**config.mk**
```make
export PLATFORM = sky130hd
export DESIGN_NAME = brr_ctrl
export DESIGN_NICKNAME = d
export VERILOG_FILES = /design/src/design/brr_pkg.sv /design/src/design/brr_ctrl.sv
export SDC_FILE = /design/constraint.sdc
export NUM_CORES = 1
export LEC_CHECK = 0
export CAP_MARGIN = 20
export CORE_AREA = 5 5 42 44
export DETAILED_ROUTE_END_ITERATION = 10
export DIE_AREA = 0 0 47 49
export DONT_BUFFER_PORTS = 1
export PLACE_DENSITY_LB_ADDON = 0.05
export SYNTH_ARGS = -nofsm -noshare
export SYNTH_HDL_FRONTEND = slang
export SYNTH_SLANG_ARGS = --single-unit
export TNS_END_PERCENT = 10
```
**constraint.sdc**
```tcl
create_clock -name clock -period 1.1 [get_ports clock]
set_input_delay 0.22 -clock clock [delete_from_list [all_inputs] [get_ports clock]]
set_output_delay 0.22 -clock clock [all_outputs]
set_load 0.1 [all_outputs]
```
**src/design/brr_pkg.sv**
```systemverilog
// Shared types, widths and codes for the byte ring buffer.
// No dependencies; every other design file but brr_ram imports this package.
package brr_pkg;

   localparam int CNT_W       = 11;
   localparam int ACT_W       = 2;
   localparam int REQ_CNT_W   = 4;
   localparam int STAT_W      = 2;
   localparam int BYTE_W      = 8;
   localparam int LANES       = 8;
   localparam int LANE_W      = 3;
   localparam int MAX_SIZE    = 1024;

   localparam int DEF_STORE_DEPTH = 1024;
   localparam int DEF_BURST_BYTES = 8;

   typedef enum logic [ACT_W-1:0] {
      ACT_PUSH  = 2'd0,
      ACT_POP   = 2'd1,
      ACT_PEEK  = 2'd2,
      ACT_FLUSH = 2'd3
   } action_type;

   typedef enum logic [STAT_W-1:0] {
      ST_DONE    = 2'd0,
      ST_REFUSED = 2'd1,
      ST_SHORT   = 2'd2
   } status_type;

   typedef struct packed {
      logic [ACT_W-1:0]                 action;
      logic [REQ_CNT_W-1:0]             request_count;
      logic [LANES-1:0][BYTE_W-1:0]     in_bytes;
   } req_item_type;

   typedef struct packed {
      logic [STAT_W-1:0]                status;
      logic [CNT_W-1:0]                 count_value;
      logic [CNT_W-1:0]                 fill_level;
      logic [CNT_W-1:0]                 space_left;
      logic [LANES-1:0][BYTE_W-1:0]     out_bytes;
   } rsp_item_type;

   // controller -> datapath
   typedef struct packed {
      logic load;
      logic eval;
      logic step;
      logic commit;
      logic publish;
   } ctrl_cmd_type;

   // datapath -> controller
   typedef struct packed {
      logic steps_done;
      logic out_free;
   } dp_status_type;

endpackage

```
**src/design/brr_ctrl.sv**
```systemverilog
// Command sequencer for the byte ring buffer.
// Depends on brr_pkg for the command and status structs.
module brr_ctrl import brr_pkg::*; (
   input  logic          clock,
   input  logic          reset,
   input  logic          req_valid,
   input  dp_status_type sts,
   output logic          idle,
   output ctrl_cmd_type  cmd
);

   typedef enum logic [2:0] {
      S_IDLE,
      S_EVAL,
      S_STEP,
      S_DRAIN,
      S_FINISH
   } state_type;

   state_type state_ff, state_in;

   always_comb begin
      state_in = state_ff;
      cmd      = '0;
      idle     = 1'b0;
      case (state_ff)
         S_IDLE: begin
            idle = 1'b1;
            if (req_valid) begin
               cmd.load = 1'b1;
               state_in = S_EVAL;
            end
         end
         S_EVAL: begin
            cmd.eval = 1'b1;
            state_in = S_STEP;
         end
         S_STEP: begin
            if (sts.steps_done) begin
               state_in = S_DRAIN;
            end else begin
               cmd.step = 1'b1;
            end
         end
         S_DRAIN: begin
            cmd.commit = 1'b1;
            state_in   = S_FINISH;
         end
         S_FINISH: begin
            if (sts.out_free) begin
               cmd.publish = 1'b1;
               state_in    = S_IDLE;
            end
         end
         default: state_in = S_IDLE;
      endcase
   end

   always_ff @(posedge clock) begin
      if (reset) begin
         state_ff <= S_IDLE;
      end else begin
         state_ff <= state_in;
      end
   end

endmodule

```
==> summary.md <==
| Metric | Value |
|---|---|
| Max-slew violations | 0 |
| Layout area overhead | 127% |
| #FFs+latches synth | 3 |
| End point of the critical path | cmd[1] |
| Status | finished with violations |
| Required time of the critical path | 0.88 ns |
| Slowest CP cell | dfxtp_4 |
| Core outline area | 0.00140 mm² |
| Final wirelength | 688 µm |
| Commonest cells post-synth | dfxtp_1, buf_4, nand2b_1, nor2_1, nor3_1 |
| MaxCap Viol Count | 0 |
| Unrepaired setup endpoints after global routing | yes |
| Num CTS Buffers | 3 |
| Worst path cell trace | buf_6 > and3b_2 > buf_12 |
| H-tree depth | 1 |
| R2R Path Start | state_ff[2]$_SDFFE_PP0P_ |
| Max reg flops | 3 |
| Synth warn | 0 |
| Vias in the first global route | 270 |
| Pin slew with the least headroom to its limit | 0.253 ns |
| Initial Util | 15.3% |
| Die height | 49 µm |
| Mapped cell area | 214 µm² |
| Drc violations | 0 |
| # IOs | 11 |
| Setup ws final | -0.271 ns |
| Hold violation count in the final report | 0 |
| CTS tree | built |
| Power Density | 1770 mW/mm² |
| Final GP Congestion | 0.674 |
| EDFF count, synth | 0 |
| WP buf/inv | 2 |
| Routing usage on met3 | 5.17% |
| Post-synth top area share | 28.1% |
| Overflow after GRT | 0 |
| Cells after Synth | 24 |
| R2R Setup Slk | 0.02 ns |
| Util after Layout | 34.7% |
| All-Layer GR Usage | 7.54% |
| Initial antenna violation count | 0 |
| CTS Sinks | 3 |
| Die area | 0.00230 mm² |
| Port bufs | 0 |
| Cell row count | 14 |
| Critical Path Source Type | flip-flop |
| Post-DP HPWL | 517 µm |
| Maximum VDD drop | 0.000729 V |
| Top flop regs | state_ff (3) |
| Delay-heaviest family, CP | flip-flops |
| Register bank with the most flops | state_ff |
| Fin Setup TNS | -1.48 ns |
| Leakage Power | 0.000185 µW |
| Top cells by area, synth | dfxtp_1, a221oi_2, buf_4 |
| Tcrit/Tclk final | 125% |
| 1st-iter DRT viols | 1 |
| Antenna diodes | 0 |
| Clock-pin slew on the worst setup and hold paths | 0.04 ns |
| Reg-to-Reg End | state_ff[2]$_SDFFE_PP0P_ |
| CP Depth | 3 |
| Detailed Routing Iterations Pass 1 | 2 |
| CTS Hold Buffers Added | 0 |
| Reg2reg path depth | 5 |
| Arr. time, crit path | 1.15 ns |
| Routing usage on met2 | 10.2% |
| Layout cell share with drive strength beyond 1 | 74.4% |
| Crit path largest cell delay | 0.37 ns |
| Max frequency | 0.730 GHz |
| Async S/R FF share, synth | 0% |
| WS Path Type | flip-flop to output pin |
| Final setup vio count | 6 |
| Failing checks | setup timing |
| First-pass GRT wire length | 1180 µm |
| Via Count | 230 |
| Synth Flop Type | dfxtp_1 |
| Worst hold path type | input pin to flip-flop |
| Grt peak-use layer | met2 |
| Mapped Avg Cell Area | 8.91 µm² |
| Tmin final | 1.37 ns |
| Register area share after synthesis | 28.1% |
| Global Route met1 Usage | 8.57% |
| Largest net degree at the start of global routing | 9 |
| CP Launch Point | state_ff[2]$_SDFFE_PP0P_ |
| Clk root buf | clkbuf_4 |
| Die W | 47 µm |
| Yosys top cell by area | dfxtp_1 |
| Clk_lat worst skew | 0.23 ns |
| Rel. slew slack | 82.8% |
| Nets | 45 |
| Yosys cell types | 18 |
| DRT antenna net count | 0 |
| Avg WL per Cell | 12.5 µm |
| Vias per cell | 4.18 |
| Count leader, synth | dfxtp_1 |
| CTS max path bufs | 2 |
| Crit. End Element | output pin |
| Worst Path Max Fanout | 6 |
| Net count after synthesis | 29 |
| Skew final | 0.00332 ns |
==> worst min path at each step <==
stage | startpoint | depth (start not counted) | end
4_1_cts | reset | 1 | state_ff[2]$_SDFFE_PP0P_
3_3_place_gp | reset | 1 | state_ff[2]$_SDFFE_PP0P_
5_1_grt | reset | 1 | state_ff[2]$_SDFFE_PP0P_
3_5_place_dp | reset | 1 | state_ff[2]$_SDFFE_PP0P_
6_report | reset | 1 | state_ff[2]$_SDFFE_PP0P_
2_1_floorplan | reset | 1 | state_ff[2]$_SDFFE_PP0P_
==> per-layer routing <==
| layer | part of all wire [%] | up-vias |
|---|---|---|
| li1 | - | 114 |
| met1 | 44 | 103 |
| met2 | 48 | 11 |
| met3 | 5.8 | 2 |
| met4 | 2.5 | 0 |
| met5 | 0 | - |
==> through the flow <==
| stage | instances | hold WS [ns] | setup WS (ns) | total power (µW) | cell area (µm²) |
|---|---|---|---|---|---|
| after floorplan | 24 | 0.286 | -0.845 | 481 | 248 |
| after global placement | 50 | 0.288 | -0.183 | 632 | 414 |
| after detailed placement | 50 | 0.289 | -0.185 | 629 | 414 |
| after CTS | 55 | 0.0324 | -0.289 | 870 | 483 |
| after global routing | 55 | 0.0257 | -0.327 | 909 | 487 |
| final | 55 | 0.0408 | -0.271 | 860 | 487 |
==> kinds of logic after synthesis <==
kind of cell,synth area share [%]
buffers and inverters,12.3
muxes,4.68
and+or+nand+nor,43.9
AOI/OAI and AO/OA,7.02
xor gates and xnor gates,4.09
DFF,28.1
==> report_power, final <==
part / leakage, µW / internal, µW / total, µW / switching, µW
clock: 0.0000150 / 136 / 191 / 55.3
sequential: 0.0000264 / 128 / 167 / 38.8
combinational: 0.000143 / 209 / 503 / 294
total: 0.000185 / 472 / 860 / 388
==> area by class of cell <==
class | instances | area [µm²]
timing repair buffer | 14 | 186
tap | 16 | 20.0
sequential | 3 | 68.8
fill | 161 | 915
clock buffer | 4 | 26.3
multi-input combinational | 18 | 185
==> cell usage in the layout, fill, tap and decap left out, drive strengths merged, types with 2 or more instances in the layout <==
cell type,instances
nor2,2
buf,14
dfxtp,3
clkbuf,4
nand2b,2
nor3,3
==> repair_timing <==
action                                  CTS  global route
buffers inserted                          1             0
resized for setup                        12             1
endpoints found under the setup margin    7             7
pin swaps                                 3             1
No activity file was read; power rests on OpenSTA's default activity.
